<file path="config.mk">
export PLATFORM = sky130hd
export DESIGN_NAME = fpd_prep
export DESIGN_NICKNAME = d
export VERILOG_FILES = /design/src/rtl/fpd_pkg.sv /design/src/rtl/fpd_prep.sv
export SDC_FILE = /design/constraint.sdc
export NUM_CORES = 1
export LEC_CHECK = 0
export BUFFER_PORTS_ARGS = -buffer_cell sky130_fd_sc_hd__buf_2
export CAP_MARGIN = 25
export CORE_UTILIZATION = 50
export DETAILED_ROUTE_END_ITERATION = 12
export GPL_TIMING_DRIVEN = 0
export HOLD_SLACK_MARGIN = 0.03
export PLACE_DENSITY_LB_ADDON = 0.1
export SYNTH_ARGS = -nofsm -noshare
export SYNTH_HDL_FRONTEND = slang
export SYNTH_SLANG_ARGS = --single-unit
</file>
<file path="constraint.sdc">
create_clock -name clock -period 3 [get_ports clock]
set_input_delay 0.3 -clock clock [delete_from_list [all_inputs] [get_ports clock]]
set_output_delay 0.3 -clock clock [all_outputs]
set_load 0.01 [all_outputs]
</file>
<file path="src/rtl/fpd_pkg.sv">
// Shared types and constants for the signed fixed point divider.
// Used by every module of the divider; depends on nothing.
`default_nettype none

package fpd_pkg;

   localparam int WORD_W = 32;

   localparam logic [WORD_W-1:0] SAT_POS = 32'h7FFF_FFFF;
   localparam logic [WORD_W-1:0] SAT_NEG = 32'h8000_0000;

   localparam logic ACTION_FIXED = 1'b0;

   typedef struct packed {
      logic dnd_neg;
      logic dsr_neg;
      logic dbz;
   } ctrl_type;

   typedef struct packed {
      logic [WORD_W-1:0] quotient;
      logic              dbz;
      logic              ovf;
   } result_type;

endpackage

`default_nettype wire

</file>
<file path="src/rtl/fpd_prep.sv">
// Entry stage: operand magnitudes, signs, zero divisor check and fixed point scaling.
// Depends on fpd_pkg.
`default_nettype none

module fpd_prep
   import fpd_pkg::*;
#(
   parameter int FRACTION_BITS = 16
) (
   input  wire logic                              clock,
   input  wire logic                              reset,
   input  wire logic                              advance,
   input  wire logic                              valid_i,
   input  wire logic                              action_i,
   input  wire logic signed [WORD_W-1:0]          dividend_i,
   input  wire logic signed [WORD_W-1:0]          divisor_i,
   output logic                                   valid_o,
   output logic [WORD_W+FRACTION_BITS-1:0]        qd_o,
   output logic [WORD_W-1:0]                      dsr_o,
   output ctrl_type                               ctrl_o
);

   localparam int DW = WORD_W + FRACTION_BITS;

   logic                valid_ff;
   logic [DW-1:0]       qd_ff;
   logic [DW-1:0]       qd_in;
   logic [WORD_W-1:0]   dsr_ff;
   logic [WORD_W-1:0]   dsr_in;
   ctrl_type            ctrl_ff;
   ctrl_type            ctrl_in;
   logic [WORD_W-1:0]   dnd_raw;
   logic [WORD_W-1:0]   dsr_raw;
   logic [WORD_W-1:0]   dnd_mag;

   always_comb begin
      dnd_raw = WORD_W'(unsigned'(dividend_i));
      dsr_raw = WORD_W'(unsigned'(divisor_i));
      ctrl_in.dnd_neg = dnd_raw[WORD_W-1];
      ctrl_in.dsr_neg = dsr_raw[WORD_W-1];
      ctrl_in.dbz     = (dsr_raw == '0);
      dnd_mag = ctrl_in.dnd_neg ? WORD_W'(~dnd_raw + 1'b1) : dnd_raw;
      dsr_in  = ctrl_in.dsr_neg ? WORD_W'(~dsr_raw + 1'b1) : dsr_raw;
      if (action_i == ACTION_FIXED) begin
         qd_in = DW'(dnd_mag) << FRACTION_BITS;
      end else begin
         qd_in = DW'(dnd_mag);
      end
   end

   always_ff @(posedge clock) begin
      if (reset) begin
         valid_ff <= 1'b0;
      end else if (advance) begin
         valid_ff <= valid_i;
      end
   end

   always_ff @(posedge clock) begin
      if (advance) begin
         qd_ff   <= qd_in;
         dsr_ff  <= dsr_in;
         ctrl_ff <= ctrl_in;
      end
   end

   assign valid_o = valid_ff;
   assign qd_o    = qd_ff;
   assign dsr_o   = dsr_ff;
   assign ctrl_o  = ctrl_ff;

endmodule

`default_nettype wire

</file>
# ---- Word-level counts from Yosys, hierarchy flattened
# Cells that the tools add are included.
# Widths: inputs -> output; s select.
dict set report totals {
  reg_bits 84
  inputBits 69
  out_inout_bits 84
  elab_cells 17
}
dict set report classes {
  n_addsub 2
  n_mux 3
  bitwise_logic 2
  reduce_logical 1
}
# op n
set ops {}
lappend ops {{$add 32x1->32 const B} 2}
lappend ops {{$mux 32} 2}
lappend ops {{$not 32->32} 2}
lappend ops {{$logic_not 32->1} 1}
lappend ops {{$mux 31} 1}

# ---- Depth between registers and ports, before layout
dict set report logic_depth {
  ltp_word 4
  ltp_mapped 9
  depth_no_buf 7
}

# ---- Worst setup path before layout
# Ideal clock, no wire load.
dict set report synth_path {
  kind {input-to-reg}
  from {input port dividend_i[6]}
  to {register qd_ff[44] (netlist: qd_o[44]), data pin}
  t_arrival_ps 2266
  required_ps 2734
  slack_ps 468
  stages 8
  cell_sequence {or4_1 > buf_2 > or4_4 > buf_6 > buf_6 > o41ai_4 > xor2_1 > nor2_1}
}
dict set report synth_between {
  elab_chain_cells 3
}
# element line
set synth_lines {}
lappend synth_lines {{start: declaration} fpd_prep.sv:15} ;# input wire logic signed [WORD_W-1:0] dividend_i,
lappend synth_lines {{$not 32->32} fpd_prep.sv:42} ;# dnd_mag = ctrl_in.dnd_neg ? WORD_W'(~dnd_raw + 1'b1) : dnd_raw;
lappend synth_lines {{$add 32x1->32} fpd_prep.sv:42}
lappend synth_lines {{$mux 32} fpd_prep.sv:42}
lappend synth_lines {{end signal: assignment} fpd_prep.sv:61} ;# qd_ff <= qd_in;
lappend synth_lines {{end: declaration} fpd_prep.sv:26} ;# logic [DW-1:0] qd_ff;
# Every way passes these cells.
# A chain may end at the register's enable or synchronous reset.

# ---- Final worst setup path
dict set report layout_path {
  from {input port dividend_i[2]}
  to {register qd_ff[31] (netlist: qd_o[31]), data pin}
}
dict set report layout_between {
  elab_chain_cells 4
}
# element line
set layout_lines {}
lappend layout_lines {{$not 32->32} fpd_prep.sv:42}
lappend layout_lines {{$add 32x1->32} fpd_prep.sv:42}
lappend layout_lines {{$mux 32} fpd_prep.sv:42}
lappend layout_lines {{$mux 32} fpd_prep.sv:44} ;# if (action_i == ACTION_FIXED) begin
lappend layout_lines {{via qd_in[31]} fpd_prep.sv:27} ;# logic [DW-1:0] qd_in;
# The timed path passes the listed nets, and every way through them passes these cells.

==> metrics.log <==
[metrics] result of the run: finished clean
[metrics] total power divided by cell area: 525 nW/um^2
[metrics] FF+latch count, synth: between 80 and 90
[metrics] worst relative slew slack: 0.337
[metrics] Clock transition at path regs: 80 ps
[metrics] full die area: 9470 sq um
[metrics] die span in x: just under 100 um
[metrics] worst clock skew: 0 ps
[metrics] Worst Hold Depth: 2
[metrics] cell row count: 34
[metrics] clock tree from TritonCTS: built
[metrics] library cell used as clock root buffer: sky130_fd_sc_hd__clkbuf_8
[metrics] number of antenna-violating nets in the routed design: 0
[metrics] dominant synthesized flop cell: sky130_fd_sc_hd__edfxtp_1
[metrics] Achievable Freq: 394 MHz
[metrics] share of the clock period used by the worst path: 0.846
[metrics] vias in the first global route: 3,654
[metrics] data required time of the worst path: 3170 ps
[metrics] insertion delay to the later sink of the worst-skew pair: 350 ps
[metrics] area overhead of the layout relative to synthesis: 25.8%
[metrics] number of enable flip-flop cells after synthesis: 83
[metrics] core box area: roughly 8800 sq um
[metrics] proportion of synthesized chip area in sequential cells: 0.553
[metrics] IO Port Bufs: 150
[metrics] Placer Congestion: 0.867
[metrics] final instance area: between 5000 and 6000 sq um
[metrics] hold violation total from the final report: 0
[metrics] number of clock buffers inserted by TritonCTS: 9
[metrics] iteration count of the initial detailed-routing pass: 5
[metrics] Synth Instances: 396
[metrics] transition at the pin with the smallest max-transition slack: 985 ps
[metrics] first-pass GRT wire length: 18,800 um
[metrics] pin count of the biggest net entering global routing: 56
[metrics] Async SR Flop Fraction: 0
[metrics] via-per-instance ratio: 5.73
[metrics] Vias: 3,850
[metrics] crit start category: primary input
[metrics] sink of the worst hold path: valid_o$_SDFFE_PP0P_
[metrics] Max Slew Vio Count: 0
[metrics] layout cell share with drive strength beyond 1: 0.333
[metrics] Worst R2R Path Depth: 2
[metrics] remaining routing DRC violations: 0
[metrics] Lkg Pwr: 2.19 nW
[metrics] TritonCTS Sinks: 84
[metrics] cell area after synthesis: 4540 sq um
[metrics] sort of element at the end of the critical path: flip-flop
[metrics] floorplan die height: 97.3 um
[metrics] first element of the critical path: dividend_i[2]
[metrics] min cycle time layout: 2540 ps
[metrics] warning count from the yosys run: 0
[metrics] Post-Syn Area per Cell: 11.5 sq um
[metrics] total of max-cap violations: 0
[metrics] final net count: 630
[metrics] count of distinct cell types in the synthesized netlist: 46
[metrics] type of the worst min-delay path: in -> reg
[metrics] total routing usage reported by global routing: 0.254
[metrics] wire length per cell after detailed routing: 17.6 um
[metrics] cell total after placement: 656
[metrics] number of antenna diodes: 0
[metrics] number of gates given a new drive strength after cts: 0
[metrics] peak ir drop on the vdd network: 293 uV
[metrics] critical path arrival: 2710 ps
[metrics] H-tree depth: 3
[metrics] number of hold buffers added after CTS: 0
[metrics] number of nets produced by synthesis: 467
[metrics] launching point of the worst reg2reg path: valid_o$_SDFFE_PP0P_
[metrics] most frequent cells in the layout: 151 x sky130_fd_sc_hd__buf_2, 83 x sky130_fd_sc_hd__edfxtp_1, 46 x sky130_fd_sc_hd__nor2_1, 41 x sky130_fd_sc_hd__xnor2_1, 23 x sky130_fd_sc_hd__o21ai_0
[metrics] number of buffers between clock root and the deepest sink: 2
[metrics] endpoint of the worst-slack reg-to-reg timing path: valid_o$_SDFFE_PP0P_
[metrics] initial antenna violation count: 0
[metrics] fin cells: 672
[metrics] commonest non-fill, non-tap cell in the layout: sky130_fd_sc_hd__buf_2
[metrics] Top-Level Pins: around 150
[metrics] standard cell area after detailed placement: 5460 sq um
[metrics] aggregate negative setup slack: 0 ps
[metrics] share of the core filled with cells in the final layout: 0.652
[metrics] critical path fanouts, max: 7
[metrics] final-report setup violation count: 0
[metrics] hold path startpoint: reset
[metrics] wire length after detailed routing: approximately 12,000 um
[metrics] slack of the worst reg-to-reg path: 2420 ps
[metrics] detailed router's first-iteration violation count: 280
[metrics] Overflow after GRT: 0
[metrics] Initial Utilization: 0.518
[metrics] RSZ-0062 raised after global routing: false
[metrics] critical path type: in -> reg
[metrics] total half-perimeter wirelength after legalization and detailed placement: ~8700 um
[metrics] Post CTS Setup Buffer Count: 0
how the worst max path moves through the flow:
stage	to	slack [ps]	depth (start not counted)
2_1_floorplan	qd_o[44]$_SDFFCE_PP0P_	470	8
3_3_place_gp	qd_o[31]$_DFFE_PP_	140	7
3_5_place_dp	qd_o[22]$_DFFE_PP_	160	10
4_1_cts	qd_o[26]$_DFFE_PP_	520	9
5_1_grt	qd_o[31]$_DFFE_PP_	380	7
6_report	qd_o[31]$_DFFE_PP_	460	7
layer usage:
layer	wire length [um]	track usage	vias to the layer above
met2	5510	0.396	170
met5	0	0	-
met1	5230	0.358	1847
met4	204	0.0701	0
met3	895	0.0604	21
li1	-	-	1812
cell usage after synthesis (all sizes together), types with 7 or more instances:
| master | count | area share |
|---|---|---|
| nor2 | 46 | 0.038 |
| and2 | 8 | 0.011 |
| o41ai | 12 | 0.032 |
| or4 | 16 | 0.027 |
| o31ai | 13 | 0.024 |
| nand2 | 16 | 0.013 |
| xnor2 | 41 | 0.079 |
| o21ai | 24 | 0.026 |
| nand3 | 7 | 0.0077 |
| mux2i | 9 | 0.020 |
| nor4 | 8 | 0.012 |
| a21oi | 11 | 0.012 |
| nor3 | 8 | 0.0088 |
| xor2 | 16 | 0.031 |
| or2 | 8 | 0.011 |
| edfxtp | 83 | 0.55 |
| clkbuf | 20 | 0.017 |
logic make-up after synthesis:
| group | synth area share |
|---|---|
| AO/OA/AOI/OAI | 0.125 |
| XOR/XNOR | 0.110 |
| adder cells (fa/ha/maj) | 0.00551 |
| buffers and inverters | 0.0275 |
| flip-flops | 0.553 |
| multiplexers | 0.0198 |
| AND/OR/NAND/NOR | 0.159 |
sequential cells by signal, indices dropped and copies added, names as in the netlist:
name     count
dsr_o       32
ctrl_o       3
qd_o        48
valid_o      1
metrics by stage:
stage	setup WS [ps]	hold WS (ps)	power [mW]
finish	461	94.2	3.00
global route	378	85.1	3.11
CTS	516	82.0	3.01
detailed placement	163	465	2.00
global placement	142	458	1.98
floorplan	468	372	1.74
final cells by class:
class	count	area (sq um)
clock buffers	9	124
fillers	724	3050
well taps	108	135
repair buffers	152	786
multi-input cells	283	1910
plain buffers	23	103
flip-flops and latches	84	2510
clock inverters	7	128
inverters	6	22.5
critical path, cell delays in order:
cell,delay [ps]
sky130_fd_sc_hd__buf_2,120
sky130_fd_sc_hd__or4_1,510
sky130_fd_sc_hd__clkbuf_1,210
sky130_fd_sc_hd__nor4_1,790
sky130_fd_sc_hd__nand3_1,180
sky130_fd_sc_hd__or4_1,460
sky130_fd_sc_hd__o21ai_0,140
power breakdown:
group	leakage [nW]	switching (mW)	internal, mW
clock	0.126	0.461	0.567
combinational	1.25	0.308	0.211
sequential	0.815	0.0254	1.43
total	2.19	0.794	2.20
Power figures use the tool's default switching activity.
