<file path="src/rtl/fpd_pkg.sv">
// Shared types and constants for the signed fixed point divider.
// Used by every module of the divider; depends on nothing.
`default_nettype none

package fpd_pkg;

   localparam int WORD_W = 32;

   localparam logic [WORD_W-1:0] SAT_POS = 32'h7FFF_FFFF;
   localparam logic [WORD_W-1:0] SAT_NEG = 32'h8000_0000;

   localparam logic ACTION_FIXED = 1'b0;

   typedef struct packed {
      logic dnd_neg;
      logic dsr_neg;
      logic dbz;
   } ctrl_type;

   typedef struct packed {
      logic [WORD_W-1:0] quotient;
      logic              dbz;
      logic              ovf;
   } result_type;

endpackage

`default_nettype wire

</file>
<file path="src/rtl/fpd_post.sv">
// Result stage: sign, saturation and overflow, then a two-entry output buffer.
// Depends on fpd_pkg; its free slot count drives the pipeline advance.
`default_nettype none

module fpd_post
   import fpd_pkg::*;
#(
   parameter int FRACTION_BITS = 16
) (
   input  wire logic                              clock,
   input  wire logic                              reset,
   input  wire logic                              valid_i,
   input  wire logic [WORD_W+FRACTION_BITS-1:0]   qd_i,
   input  wire ctrl_type                          ctrl_i,
   input  wire logic                              rsp_stall,
   output logic                                   advance,
   output logic                                   rsp_valid,
   output logic signed [WORD_W-1:0]               rsp_quotient,
   output logic                                   rsp_divide_by_zero,
   output logic                                   rsp_overflow
);

   localparam int DW = WORD_W + FRACTION_BITS;

   result_type    res;
   logic          qneg;
   logic          push;
   logic          pop;
   logic          head_valid_ff;
   logic          head_valid_in;
   logic          skid_valid_ff;
   logic          skid_valid_in;
   result_type    head_ff;
   result_type    head_in;
   result_type    skid_ff;
   result_type    skid_in;

   always_comb begin
      qneg = (ctrl_i.dnd_neg != ctrl_i.dsr_neg) && (qd_i != '0);
      if (ctrl_i.dbz) begin
         res.quotient = ctrl_i.dnd_neg ? SAT_NEG : SAT_POS;
         res.dbz      = 1'b1;
         res.ovf      = 1'b0;
      end else if (qneg) begin
         res.quotient = WORD_W'(~qd_i[WORD_W-1:0] + 1'b1);
         res.dbz      = 1'b0;
         res.ovf      = (qd_i > DW'(SAT_NEG));
      end else begin
         res.quotient = qd_i[WORD_W-1:0];
         res.dbz      = 1'b0;
         res.ovf      = (qd_i > DW'(SAT_POS));
      end
   end

   assign advance = !skid_valid_ff;
   assign push    = advance && valid_i;
   assign pop     = head_valid_ff && !rsp_stall;

   always_comb begin
      head_valid_in = head_valid_ff;
      skid_valid_in = skid_valid_ff;
      head_in       = head_ff;
      skid_in       = skid_ff;
      if (pop) begin
         if (skid_valid_ff) begin
            head_in       = skid_ff;
            skid_valid_in = push;
            skid_in       = res;
         end else begin
            head_valid_in = push;
            head_in       = res;
         end
      end else if (push) begin
         if (head_valid_ff) begin
            skid_valid_in = 1'b1;
            skid_in       = res;
         end else begin
            head_valid_in = 1'b1;
            head_in       = res;
         end
      end
   end

   always_ff @(posedge clock) begin
      if (reset) begin
         head_valid_ff <= 1'b0;
         skid_valid_ff <= 1'b0;
      end else begin
         head_valid_ff <= head_valid_in;
         skid_valid_ff <= skid_valid_in;
      end
   end

   always_ff @(posedge clock) begin
      head_ff <= head_in;
      skid_ff <= skid_in;
   end

   assign rsp_valid          = head_valid_ff;
   assign rsp_quotient       = $signed(head_ff.quotient);
   assign rsp_divide_by_zero = head_ff.dbz;
   assign rsp_overflow       = head_ff.ovf;

endmodule

`default_nettype wire

</file>
<file path="config.mk">
export PLATFORM = sky130hd
export DESIGN_NAME = fpd_post
export DESIGN_NICKNAME = d
export VERILOG_FILES = /design/src/rtl/fpd_pkg.sv /design/src/rtl/fpd_post.sv
export SDC_FILE = /design/constraint.sdc
export NUM_CORES = 1
export LEC_CHECK = 0
export BUFFER_PORTS_ARGS = -buffer_cell sky130_fd_sc_hd__buf_2
export CELL_PAD_IN_SITES_DETAIL_PLACEMENT = 1
export CELL_PAD_IN_SITES_GLOBAL_PLACEMENT = 1
export CORE_MARGIN = 1
export CORE_UTILIZATION = 45
export DETAILED_ROUTE_END_ITERATION = 16
export GPL_ROUTABILITY_DRIVEN = 0
export MAX_ROUTING_LAYER = met4
export PLACE_DENSITY = 0.85
export REMOVE_ABC_BUFFERS = 1
export SLEW_MARGIN = 20
export SYNTH_ARGS = -nofsm -noshare
export SYNTH_HDL_FRONTEND = slang
export SYNTH_SLANG_ARGS = --single-unit
</file>
<file path="constraint.sdc">
create_clock -name clock -period 5.9 [get_ports clock]
set_input_delay 0.295 -clock clock [delete_from_list [all_inputs] [get_ports clock]]
set_output_delay 0.295 -clock clock [all_outputs]
set_load 0.05 [all_outputs]
</file>
### Word-level counts from Yosys, hierarchy flattened

Cells that the tools add are included.
Widths: inputs -> output; s select.

| word-level totals | value |
|---|---|
| flip-flop bits (word level) | 70 |
| logic and storage cells | 46 |
| bits in writable memories | 0 |
| output and inout bits | 36 |
| bits in latches | 0 |
| memories | 0 |
| bits of input ports | 55 |
| bits in read-only memories | 0 |

| cells by class | value |
|---|---|
| reductions and logical operators | 12 |
| mux-type cells | 18 |
| $add $sub $neg | 1 |
| div/mod/pow operators | 0 |
| $lt $le $gt $ge | 2 |
| multipliers | 0 |
| shifts and indexed selects | 0 |
| equality and inequality tests | 4 |
| bitwise logic cells | 1 |

Operators by type and width:

| cell | number |
|---|---|
| $mux 34 | 10 |
| $gt 48x31->1 const B | 1 |
| $gt 48x32->1 const B | 1 |
| $reduce_bool 48->1 | 1 |
| $add 32x1->32 const B | 1 |
| $mux 32 | 1 |
| $not 32->32 | 1 |
| $mux 1 | 7 |
| $reduce_and 2->1 | 3 |
| $ne 2x2->1 const B | 2 |
| $reduce_bool 2->1 | 2 |
| $logic_and 1x1->1 | 3 |
| $reduce_and 3->1 | 1 |
| $logic_not 1->1 | 2 |
| $ne 2x1->1 const B | 1 |
| $ne 1x1->1 | 1 |

### Depth between registers and ports, before layout

| depth | value |
|---|---|
| word-level depth | 7 |
| gate-level depth with buffers | 9 |
| gate-level depth less buffers | 8 |

### Worst setup path after synthesis

No wires, ideal clock.

| timing path | value |
|---|---|
| path type | register to register |
| from | reg skid_valid_ff |
| to | reg head_ff (netlist bit rsp_divide_by_zero), enable pin |
| path buffers | 0 |
| cell stages (with the launch flop) | 4 |
| setup slack | 3.030 ns |
| clock period less this slack | 2.870 ns |
| arrival time | 2.437 ns |
| required time | 5.468 ns |
| setup time | 0.432 ns |
| cells stage by stage | dfxtp_1 inv_1 nand2_1 o21bai_1 |

| on the way | value |
|---|---|
| cells in the longest elaborated chain, start to end | 4 |

Ends and longest elaborated chain:

| element | line | source |
|---|---|---|
| start: declaration | fpd_post.sv:31 | `logic skid_valid_ff;` |
| start signal: assignment | fpd_post.sv:90 | `skid_valid_ff <= skid_valid_in;` |
| $logic_not 1->1 | fpd_post.sv:55 | `assign advance = !skid_valid_ff;` |
| net advance | fpd_post.sv:16 | `output logic advance,` |
| $logic_and 1x1->1 | fpd_post.sv:56 | `assign push = advance && valid_i;` |
| $reduce_bool 2->1 (no line) | - |  |
| $reduce_and 2->1 (no line) | - |  |
| end signal: assignment | fpd_post.sv:95 | `head_ff <= head_in;` |
| end: declaration | fpd_post.sv:33 | `result_type head_ff;` |

The timed path passes the listed nets, and every way through them passes these cells.
A chain may end at the register's enable or synchronous reset.

==> impl_metrics.csv <==
group,metric,value,unit
status,outcome,"finished clean",
clock_network,numCtsBuffers,9,
synth,synth_seq_cells,70,
synth,async_flop_share,0,%
finish,area_growth,18.4,%
timing,whs,130,ps
timing,slew_violations,0,
clock_network,worstSkewPairLatency,360,ps
synth,yosysSeqAreaShare,51.6,%
timing,slew_headroom,39.3,%
grt,grt_usage,28.6,%
grt,grt_pass1_wl,20.2,mm
synth,ys.flop_type,"edfxtp_1",
floorplanning,row_count,34,
floorplanning,die_h,96.7,um
floorplanning,core,0.00872,mm^2
timing,finClkSkew,8.68,ps
drt,firstDrtPassIters,5,
timing,period_needed,2710,ps
synth,ys_top_cells_by_area,"edfxtp_1 (51%), o21ai_0 (4.8%), a21oi_1 (4.5%)",
timing,tightest_slew,907,ps
critical_path,arrival,2830,ps
power_and_ir_drop,seqPwrFrac,45.8,%
timing,tns,0,ps
power_and_ir_drop,p_sw_share,30.9,%
synth,synth_area_per_cell,10.2,um^2
drt,routed_wl,12.5,mm
grt,grt_pass1_vias,3926,
drt,drt-initial-drc-count,267,
clock_network,post_cts_buffers,0,
drt,route.vias.total,3736,
placement,dp.cells,579,
clock_network,cts_tree,"yes",
critical_path,r2r-start,"rsp_valid",
clock_network,clk_pin_slew,70,ps
floorplanning,start_util,46.3,%
power_and_ir_drop,finalPower,1.31,mW
synth,synth_edf_count,68,
timing,setup_viol,0,
synth,yosysTopAreaCell,"edfxtp_1",
critical_path,start_kind,"input port",
timing,final_hold_viol_count,0,
finish,diodes,0,
drt,ant_nets,0,
clock_network,cts_num_sinks,70,
drt,wl_per_cell,21.0,um
placement,hpwl,8.67,mm
power_and_ir_drop,ir_worst_vdd,119,uV
floorplanning,num_io_pins,91,
hold_path,hp-start,"reset",
critical_path,cp_max_fo,11,
floorplanning,fp.dieW,96.7,um
power_and_ir_drop,power_density,274,mW/mm^2
synth,ys_warn_count,0,
critical_path,endpoint_kind,"register",
grt,grt_max_degree,35,
power_and_ir_drop,power_switching,405,uW
synth,synth_area,0.00404,mm^2
run,drv_cap,0,
synth,syn_inst,397,
clock_network,cts_hold_buf,0,
finish,drive_above_1_share,27.7,%
finish,final_util,54.8,%
synth,synth_cell_type_count,60,
power_and_ir_drop,internal_power,906,uW
power_and_ir_drop,clockPowerShare,32.1,%
critical_path,path_class,"input port to register",
placement,port_buffers,90,
grt,gr-total-overflow,0,
clock_network,htree_levels,3,
drt,viasPerCell,6.28,
clock_network,cts_repair_resize_count,0,
drt,drc,0,
floorplanning,die-area,0.00935,mm^2
clock_network,clk_path_buf_depth,2,
power_and_ir_drop,power_frac_comb,22.1,%
power_and_ir_drop,leakage,1.74,nW
timing,period_share,46.0,%
critical_path,worstPathRequired,6010,ps
critical_path,crit_path_start,"qd_i[0]",
timing,rsz0062_at_grt,"false",
finish,final_cells,595,
clock_network,clockRootBuffer,"clkbuf_8",
synth,synth_top_area_share,50.6,%
grt,antenna_found_initial,0,
timing,fmax,369,MHz
hold_path,hp-class,"input port to register",
finish,final_net_count,538,
synthesized netlist by cell type, types with 2 or more instances:
cell	count
nand2b_1	5
nand2_1	38
a31oi_1	4
o21ai_0	39
a21oi_1	36
or3b_1	2
nand3_1	7
o21a_1	4
nor2_1	35
a22o_1	4
mux2_2	13
xor2_1	2
o31ai_1	4
dfxtp_1	2
o31ai_2	2
nand4b_1	2
or3_1	9
o211ai_1	3
a221oi_1	2
or4_1	4
and2_1	6
nor3_1	17
nand4_1	3
nor4_4	2
o31a_1	3
buf_2	4
inv_1	6
nand3b_1	2
or2_2	4
a311oi_1	2
buf_1	2
nor2b_1	2
a31o_2	2
edfxtp_1	68
nor4_1	10
o311ai_0	5
xnor2_1	4
clkbuf_1	13
a211oi_1	4
logic make-up (layout without fill, tap and decap cells):
logic type,Yosys count,after routing,synth area share [%]
compound gates,124,124,19.3
xor+xnor,6,6,1.30
fa+ha+maj,1,1,0.310
buf+inv,26,116,2.54
flops,70,70,51.6
mux,14,14,3.87
simple gates,156,156,21.1
cell usage in the layout, fill, tap and decap left out, types with 5 or more instances in the layout:
master and count:
nand2_1 38, edfxtp_1 68, nand3_1 7, nor2_1 35, o311ai_0 5, a21oi_1 36, nor4_1 10, mux2_2 13
inv_1 6, clkbuf_8 9, nand2b_1 5, or3_1 9, and2_1 6, nor3_1 17, o21ai_0 39, buf_2 90
metrics by stage:
| stage | setup WS, ps | area, um^2 |
|---|---|---|
| floorplan | 3030 | 3960 |
| global placement | 2930 | 4570 |
| detailed placement | 2860 | 4570 |
| CTS | 3240 | 4780 |
| global route | 2950 | 4780 |
| finish | 3190 | 4780 |
layout make-up:
class                           instances  area, um^2
Timing Repair Buffer                   93         473
Clock inverter                          5        73.8
Tap cell                              108         135
Clock buffer                           11         131
Multi-Input combinational cell        301        1860
Fill cell                            1023        3940
Inverter                                7        26.3
Sequential cell                        70        2080
power groups by stage:
stage | clock, mW | sequential [mW] | combinational (mW)
3_3_place_gp | 0 | 0.610 | 0.276
5_1_grt | 0.451 | 0.604 | 0.306
6_report | 0.421 | 0.600 | 0.290
2_1_floorplan | 0 | 0.699 | 0.0999
3_5_place_dp | 0 | 0.612 | 0.285
4_1_cts | 0.430 | 0.601 | 0.287
critical path: stages:
cell	delay, ps
buf_2	110
nor3_1	700
nand4_1	580
o31ai_1	480
nor3_1	70
or3b_1	380
a22o_1	200
per-layer routing:
layer	vias to the layer above	track usage (%)	share of wire, %
li1	1706	-	-
met1	1827	35.3	42
met2	175	46.3	50
met3	28	4.99	6.1
met4	0	12.3	2.3
met5	-	-	0
flip-flops by register name (all words and copies together), names as in the netlist:
name,count
skid_ff,34
rsp_quotient,32
rsp_divide_by_zero,1
rsp_overflow,1
rsp_valid,1
skid_valid_ff,1
path summary, 6_finish.rpt:
kind,endpoint,slack (ps),cells after the start
max,rsp_quotient[27],3190,7
min,skid_valid_ff,130,2
max reg2reg,rsp_quotient[11],3730,4
min reg2reg,rsp_quotient[30],530,2
No activity file was read; power rests on OpenSTA's default activity.
