==> src/rtl/fpd_pkg.sv <==
// Shared types and constants for the signed fixed point divider.
// Used by every module of the divider; depends on nothing.
`default_nettype none

package fpd_pkg;

   localparam int WORD_W = 32;

   localparam logic [WORD_W-1:0] SAT_POS = 32'h7FFF_FFFF;
   localparam logic [WORD_W-1:0] SAT_NEG = 32'h8000_0000;

   localparam logic ACTION_FIXED = 1'b0;

   typedef struct packed {
      logic dnd_neg;
      logic dsr_neg;
      logic dbz;
   } ctrl_type;

   typedef struct packed {
      logic [WORD_W-1:0] quotient;
      logic              dbz;
      logic              ovf;
   } result_type;

endpackage

`default_nettype wire

==> src/rtl/fpd_step.sv <==
// One restoring division step: yields one quotient bit per register stage.
// Depends on fpd_pkg.
`default_nettype none

module fpd_step
   import fpd_pkg::*;
#(
   parameter int FRACTION_BITS = 16
) (
   input  wire logic                              clock,
   input  wire logic                              reset,
   input  wire logic                              advance,
   input  wire logic                              valid_i,
   input  wire logic [WORD_W-1:0]                 rem_i,
   input  wire logic [WORD_W+FRACTION_BITS-1:0]   qd_i,
   input  wire logic [WORD_W-1:0]                 dsr_i,
   input  wire ctrl_type                          ctrl_i,
   output logic                                   valid_o,
   output logic [WORD_W-1:0]                      rem_o,
   output logic [WORD_W+FRACTION_BITS-1:0]        qd_o,
   output logic [WORD_W-1:0]                      dsr_o,
   output ctrl_type                               ctrl_o
);

   localparam int DW = WORD_W + FRACTION_BITS;

   logic                valid_ff;
   logic [WORD_W-1:0]   rem_ff;
   logic [WORD_W-1:0]   rem_in;
   logic [DW-1:0]       qd_ff;
   logic [DW-1:0]       qd_in;
   logic [WORD_W-1:0]   dsr_ff;
   ctrl_type            ctrl_ff;
   logic [WORD_W+1:0]   diff;
   logic                take;

   always_comb begin
      diff = {1'b0, rem_i, qd_i[DW-1]} - {2'b00, dsr_i};
      take = !diff[WORD_W+1];
      if (take) begin
         rem_in = diff[WORD_W-1:0];
      end else begin
         rem_in = {rem_i[WORD_W-2:0], qd_i[DW-1]};
      end
      qd_in = {qd_i[DW-2:0], take};
   end

   always_ff @(posedge clock) begin
      if (reset) begin
         valid_ff <= 1'b0;
      end else if (advance) begin
         valid_ff <= valid_i;
      end
   end

   always_ff @(posedge clock) begin
      if (advance) begin
         rem_ff  <= rem_in;
         qd_ff   <= qd_in;
         dsr_ff  <= dsr_i;
         ctrl_ff <= ctrl_i;
      end
   end

   assign valid_o = valid_ff;
   assign rem_o   = rem_ff;
   assign qd_o    = qd_ff;
   assign dsr_o   = dsr_ff;
   assign ctrl_o  = ctrl_ff;

endmodule

`default_nettype wire

==> config.mk <==
export PLATFORM = sky130hd
export DESIGN_NAME = fpd_step
export DESIGN_NICKNAME = d
export VERILOG_FILES = /design/src/rtl/fpd_pkg.sv /design/src/rtl/fpd_step.sv
export SDC_FILE = /design/constraint.sdc
export NUM_CORES = 1
export LEC_CHECK = 0
export ABC_CLOCK_PERIOD_IN_PS = 3650
export BUFFER_PORTS_ARGS = -buffer_cell sky130_fd_sc_hd__buf_2
export CELL_PAD_IN_SITES_DETAIL_PLACEMENT = 1
export CELL_PAD_IN_SITES_GLOBAL_PLACEMENT = 2
export CORE_ASPECT_RATIO = 0.8
export CORE_MARGIN = 3
export CORE_UTILIZATION = 31
export DETAILED_ROUTE_END_ITERATION = 10
export HOLD_SLACK_MARGIN = 0.05
export PLACE_DENSITY = 0.83
export REMOVE_ABC_BUFFERS = 1
export SLEW_MARGIN = 20
export SYNTH_ARGS = -nofsm -noshare
export SYNTH_HDL_FRONTEND = slang
export SYNTH_SLANG_ARGS = --single-unit
==> constraint.sdc <==
create_clock -name clock -period 3.65 [get_ports clock]
set_clock_uncertainty 0.05 [all_clocks]
set_input_delay 0.365 -clock clock [delete_from_list [all_inputs] [get_ports clock]]
set_output_delay 0.365 -clock clock [all_outputs]
set_load 0.02 [all_outputs]
# Word level (Yosys, flattened, before mapping)
# Cells that the tools add are included.
[word_totals] register_bits=116 latchBits=0 mem_bits_rw=0 mem_bits_ro=0 inputBits=119 output_inout_bits=116 wordCells=10 n_memories=0
[classes] n_addsub=1 multipliers=0 div_mod_pow=0 order_cmp=0 eq_ne=0 shift=0 n_mux=1 bitwise=0 n_reduce_logical=1
[op_table] cell="subtractor 33 x 32 -> 34 bit" n=1
[op_table] cell="2-to-1 mux 32 bit" n=1
[op_table] cell="logical NOT 1 bit" n=1

# Longest topological paths before layout
# Gate-level depths: netlist (run 1).
[depth] ltp_word=2 depth_mapped=12 depth_no_buf=12

# Worst setup path before layout (run 1)
# OpenSTA, ideal clock, no wires.
[synth_path] path_type="input-to-reg" from="in qd_i[47]" to="reg rem_ff[26], in the netlist rem_o[26] (data pin)" setup_ns=0.260 arrival_time_ns=2.778 required_ns=3.340 path_slack_ns=0.562 cell_stages=12 cell_sequence="inv_1 > ha_1 > inv_1 > fa_1 > a211oi_1 > o211a_1 > o31ai_2 > a221o_1 > a2111oi_4 > o21bai_2 > xor2_1 > mux2_4"
[synth_between] elab_chain_len=2
[synth_rtl] element="start, declared" line="fpd_step.sv:15" text="input wire logic [WORD_W+FRACTION_BITS-1:0] qd_i,"
[synth_rtl] element="subtractor 33 x 32 -> 34 bit" line="fpd_step.sv:38" text="diff = {1'b0, rem_i, qd_i[DW-1]} - {2'b00, dsr_i};"
[synth_rtl] element="2-to-1 mux 32 bit" line="fpd_step.sv:40" text="if (take) begin"
[synth_rtl] element="net rem_in[26]" line="fpd_step.sv:29" text="logic [WORD_W-1:0] rem_in;"
[synth_rtl] element="end signal, assigned" line="fpd_step.sv:58" text="rem_ff <= rem_in;"
[synth_rtl] element="end, declared" line="fpd_step.sv:28" text="logic [WORD_W-1:0] rem_ff;"
# The timed path passes the listed nets, and every way through them passes these cells.
# A chain may end at the register's enable or synchronous reset.

# Worst setup path in the final report (run 1)
# Ends and elaborated chain as after synthesis.

==> metrics, run 1 <==
status=finished, final reports clean; Area contributors post-synth=edfxtp_1, ha_1, mux2_1; Cell variety after synth=59; gr ovfl total=0; CP Capture Type=flip-flop; Clk Tree Root Cell=clkbuf_16; synthesized netlist cell count=437; GP Congestion=0.7684; Relative slew margins=0.5511; Peak VDD IR=0.2740 mV; met3 wire length=1.063 mm; RSZ-0062 raised after global routing=no; PwrDens=542.3 mW/mm²; largest net degree at the start of global routing=69; layout cell share with drive strength beyond 1=0.3997; Hold Vio Cnt, Final=0; overall routing resource usage=0.1626; Clock Tree Buf Depth=2; LEAKAGE=3.514 nW; Main synth FF type=edfxtp_1; worst-margin pin slew=0.6734 ns; Worst Hold Class=in -> reg; Residual DRC=0; Setup TNS Final=0 ns; Worst-path clk slew=0.06 ns; syn avg cell area=13.27 µm²; post-synth top area share=0.5957; first-pass GRT wire length=26.16 mm; Final Max Tran Viols=0; final HPWL from detailed placement=12.81 mm; Power Total=4.314 mW; FF+latch count, synth=116; Hold Buf Count CTS=1; CTS Buf Count=17; CTS tree=yes; DRT met1 WL=6.935 mm; vias per inst=4.711; Post-CTS Resized=0; top-level I/O count=235; Critical Path Start=qd_i[47]; Synth Cell Area=0.005797 mm²; die area=0.02039 mm²; drt total wl=16.49 mm; Crit path required time=3.76 ns; crit path time final=3.139 ns; clock latency on the worst-skew pair=0.41 ns; post-route ant nets=0; pre-CTS setup slack=0.1159 ns; H-tree depth=4; Core Area=0.01822 mm²; Seq/Total Area, Yosys=0.5992; area delta synth->final=37.23%; DIE WIDTH=158.9 µm; crit path DAT=3.25 ns; Syn. warnings=0; final worst slack=0.5111 ns; max cap viols=0; routed length per placed instance=17.24 µm; Initial Util=0.3181; final setup violation count=0; area leader, netlist=edfxtp_1; Nets=842; n_diodes=0; wire length on met2=8.275 mm; Crit Path Category=in -> reg; postcts setup bufs=0; vias in the first global route=4,884; Rows=44; routed via count=4,504; Die Ht=128.3 µm; # port buffers=234; TritonCTS Sinks=116; min-delay src=qd_i[35]; Pre-antenna DRT Iters=4; Final Cycle Share=0.8600; CP startpoint kind=input port; initial antenna violation count=0; drt first-iter violations=204; worst flop-to-flop path startpoint=valid_o; Critical Path Fanout Max=4; FMAX=318.6 MHz; Post-synth ARST share=0; Post-synth EDFFs=115; Max Used Layer=met4
-- per-stage QoR --
step                hold WS (ns)  instance area (µm²)  instances  utilization
floorplan                 0.3874                 5749        430            -
finish                   0.07266                 7955        956       0.4366
global placement          0.4216                 7295        921       0.4003
CTS                      0.05240                 7935        954       0.4355
detailed placement        0.4379                 7295        921       0.4003
global route             0.05062                 7955        956       0.4366
-- worst max-delay path: stages --
cell	delay (ns)
buf_2	0.10
inv_1	0.08
ha_1	0.18
inv_1	0.08
fa_1	0.43
a211oi_1	0.32
o211a_1	0.25
o31ai_2	0.10
a221o_1	0.43
a2111oi_4	0.42
o21bai_2	0.10
xor2_1	0.14
mux2_4	0.26
-- synth_stat cells, types with 2 or more instances --
library cell    n
xor2_1          9
nand4_1         3
o31ai_2         2
clkbuf_1        2
and3_1         10
edfxtp_1      115
nor3_1          7
nand3_1         5
mux2i_1         5
nor2b_1         4
xnor2_1        15
buf_2           2
and2_1          4
a31oi_1         4
a21oi_1        27
nand2b_1        3
nor4_1          2
mux2_1         26
ha_1           32
a211oi_1        4
or3_1           2
o21ai_0        11
o21a_1          4
nor2_1         16
inv_1          40
nand2_1        26
o211ai_1        4
o31ai_1         4
a21o_1          9
a21boi_0        2
o21bai_1        5
buf_6           2
or2_2           2
o21ai_1         4
-- state kept, by name, summed over array words and instances (netlist names) --
name and flops:
ctrl_o 3, rem_o 32, valid_o 1, qd_o 48
dsr_o 32
-- final timing paths --
kind	endpoint	slack, ns	cells past startpoint
setup / recovery	rem_o[26]	0.51	13
setup reg to reg	valid_o	3.02	2
hold / removal	qd_o[36]	0.07	1
hold reg to reg	valid_o	0.45	2
-- where the power goes --
group          switching, mW  total, mW  internal (mW)
logic                  0.533      0.873          0.340
registers             0.0327       1.66           1.63
clock network          0.627       1.78           1.15
-- layout make-up --
class                           count  area [µm²]
Timing Repair Buffer              241        1259
Clock buffer                       18       429.2
Sequential cell                   116        3473
Tap cell                          253       316.6
Multi-Input combinational cell    274        2126
Inverter                           40       150.1
Fill cell                        2010       10270
Clock inverter                     14       201.4
-- placed cells by master (no fill, tap or decap), types with 5 or more instances in the layout --
| cell | synthesis | routed |
|---|---|---|
| nor2_1 | 16 | 16 |
| and3_1 | 10 | 10 |
| o21bai_1 | 5 | 5 |
| a21o_1 | 9 | 9 |
| o21ai_0 | 11 | 11 |
| edfxtp_1 | 115 | 115 |
| nand3_1 | 5 | 5 |
| nor3_1 | 7 | 7 |
| buf_2 | 2 | 233 |
| ha_1 | 32 | 32 |
| inv_1 | 40 | 40 |
| mux2i_1 | 5 | 5 |
| clkbuf_16 | 0 | 17 |
| mux2_1 | 26 | 26 |
| xnor2_1 | 15 | 15 |
| nand2_1 | 26 | 26 |
| xor2_1 | 9 | 9 |
| a21oi_1 | 27 | 27 |
-- layer usage --
| metal | GRT usage | vias up |
|---|---|---|
| li1 | - | 2157 |
| met2 | 0.2893 | 149 |
| met4 | 0.05198 | 0 |
| met1 | 0.1854 | 2182 |
| met3 | 0.05749 | 16 |
| met5 | 0 | - |
-- kinds of logic after synthesis --
logic type	synth area share
flops	0.5992
buf+inv	0.03410
xor+xnor	0.03626
simple gates	0.07123
compound gates	0.1230
mux	0.06367
fa+ha+maj	0.07252
No activity file was read; power rests on OpenSTA's default activity.
==> inputs of run 2 (changes only) <==
ABC_CLOCK_PERIOD_IN_PS = 2750   (was 3650)
CORE_UTILIZATION = 28   (was 31)
PLACE_DENSITY = 0.79   (was 0.83)
clock period = 2.75 ns   (was 3.65 ns; I/O delays follow)
==> metrics, run 2 (same netlist as run 1, synthesis figures left out) <==
status=finished, final reports clean (unchanged); die area=0.02248 mm² (was 0.02039 mm²); Net Sw Power=1.757 mW (was 1.192 mW); top-level I/O count=235 (unchanged); register area=0.003473 mm² (unchanged); Peak VDD IR=0.4112 mV (was 0.2740 mV); drt total wl=20.34 mm (was 16.49 mm); GP Congestion=0.8281 (was 0.7684); worst-margin pin slew=0.4940 ns (was 0.6734 ns); Relative slew margins=0.6677 (was 0.5511); Worst-path clk slew=0.06 ns (about the same); H-tree depth=4 (unchanged); clock latency on the worst-skew pair=0.42 ns (was 0.41 ns); CP Capture Type=flip-flop (unchanged); final worst slack=0.02309 ns (was 0.5111 ns); area delta synth->final=63.54% (was 37.23%); internal power=4.107 mW (was 3.122 mW); largest net degree at the start of global routing=70 (was 69); DIE WIDTH=166.9 µm (was 158.9 µm); final cell count without fillers=1,126 (was 956); layout cell share with drive strength beyond 1=0.4397 (was 0.3997); first-pass GRT wire length=30.62 mm (was 26.16 mm); Clk Tree Root Cell=clkbuf_16 (unchanged); drt first-iter violations=255 (was 204); Power Total=5.864 mW (was 4.314 mW); Largest register FFs=48 (unchanged); LEAKAGE=4.250 nW (was 3.514 nW); routed length per placed instance=18.07 µm (was 17.24 µm); initial antenna violation count=0 (unchanged); Crit Path Category=in -> reg (unchanged); Nets=1,001 (was 842); FMAX=366.7 MHz; n_diodes=0 (unchanged); vias per inst=4.570 (was 4.711); RSZ-0062 raised after global routing=yes (was no); Hold Vio Cnt, Final=0 (unchanged); Post-Layout Inst Area=0.009480 mm² (was 0.007955 mm²); final setup violation count=0 (unchanged); most common cell after layout, fill and taps aside=buf_2 (unchanged); Die Ht=134.7 µm (was 128.3 µm); CTS tree=yes (unchanged); Switching Fraction=0.2997 (was 0.2764); crit path DAT=2.85 ns (was 3.25 ns); fillers=2,167 (was 2,010); Clock Power Share=0.371 (was 0.412); gr ovfl total=0 (unchanged); PwrDens=618.6 mW/mm² (was 542.3 mW/mm²); final HPWL from detailed placement=14.20 mm (was 12.81 mm); Initial Util=0.2886 (was 0.3181); Pre-antenna DRT Iters=4 (unchanged); Residual DRC=0 (unchanged); TritonCTS Sinks=116 (unchanged); Critical Path Fanout Max=2 (was 4); Setup TNS Final=0 ns (unchanged); most frequent cells in the layout=buf_2, edfxtp_1, dlygate4sd3_1, buf_4, inv_1 (was buf_2, edfxtp_1, inv_1); Worst Hold Class=in -> reg (unchanged); Final Max Tran Viols=0 (unchanged); Final Cycle Share=0.9916; post-route ant nets=0 (unchanged); combined area of the multi-input logic cells=0.002236 mm² (was 0.002126 mm²); dpl cells=1,003 (was 921); fin util=0.4720 (was 0.4366); CTS Buf Count=17 (unchanged); routed via count=5,146 (was 4,504); overall routing resource usage=0.1736 (was 0.1626); pre-CTS setup slack=-0.7398 ns (was 0.1159 ns); Logic pwr share=0.251 (was 0.202); crit path time final=2.727 ns; Rows=46 (was 44); max cap viols=0 (unchanged); # port buffers=234 (unchanged); Core Area=0.02009 mm² (was 0.01822 mm²); CP startpoint kind=input port (unchanged); Hold Worst Slack=0.08277 ns (was 0.07266 ns); Area after DPL=0.007866 mm² (was 0.007295 mm²); vias in the first global route=5,568 (was 4,884); Sequential Power Share=0.378 (was 0.386); Crit path required time=2.87 ns (was 3.76 ns); Clock Tree Buf Depth=2 (unchanged)
-- run 2: cell count changes in the layout (fill, tap and decap cells not counted), moves of 3 or more --
cell           previous run  this run
buf_4                     3        80
buf_12                    2         5
ha_1                     32        29
a21oi_2                   1         4
a21oi_1                  27        24
dlygate4sd3_1             3        80
inv_6                     3         7
bufinv_16                 4         1
-- run 2: worst paths after layout --
kind / depth (start not counted) / from / slack, ns / to
max reg2reg: 3 / valid_o / 1.50 / valid_o
min: 2 / dsr_i[22] / 0.08 / dsr_o[22]
min reg2reg: 3 / valid_o / 1.09 / valid_o
max: 13 / qd_i[47] / 0.02 / rem_o[22]
-- run 2: worst max-delay path, stage by stage --
cell       delay [ns]
buf_8            0.10
inv_6            0.05
ha_4             0.13
inv_2            0.04
fa_2             0.34
a211oi_2         0.26
o211a_1          0.25
o31ai_4          0.08
a221o_1          0.38
a2111oi_4        0.42
buf_4            0.19
xnor2_2          0.06
mux2_4           0.25
-- run 2: layout make-up --
cell class	count	share of cell area
clock buffer	17	0.04487
tap	264	0.03484
timing repair buffer	400	0.2863
inverter	40	0.01637
clock inverter	15	0.01544
sequential	116	0.3664
multi-input combinational	274	0.2358
-- run 2: timing repair --
| item | 4_1_cts | 5_1_grt |
|---|---|---|
| pin swaps | 9 | 9 |
| resized for setup | 15 | 11 |
| cloned | 0 | 2 |
| setup endpoints to repair | 19 | 28 |
| setup buffers | 5 | 4 |
| endpoints found under the hold margin | 79 | 0 |
| hold buffers | 80 | 0 |
-- run 2: routing by layer --
layer | global-route usage | up-vias | wire length (µm)
met5 | 0 | - | 0
met4 | 0.03481 | 0 | 182
met3 | 0.04595 | 12 | 995
met2 | 0.3226 | 156 | 10650
met1 | 0.2032 | 2505 | 8514
li1 | - | 2473 | -
-- run 2: power groups by stage --
stage	Clock [mW]	Sequential [mW]	Combinational [mW]
2_1_floorplan	0	2.49	0.465
3_3_place_gp	0	2.25	1.28
3_5_place_dp	0	2.25	1.31
4_1_cts	2.24	2.22	1.44
5_1_grt	2.32	2.23	1.59
6_report	2.17	2.22	1.47
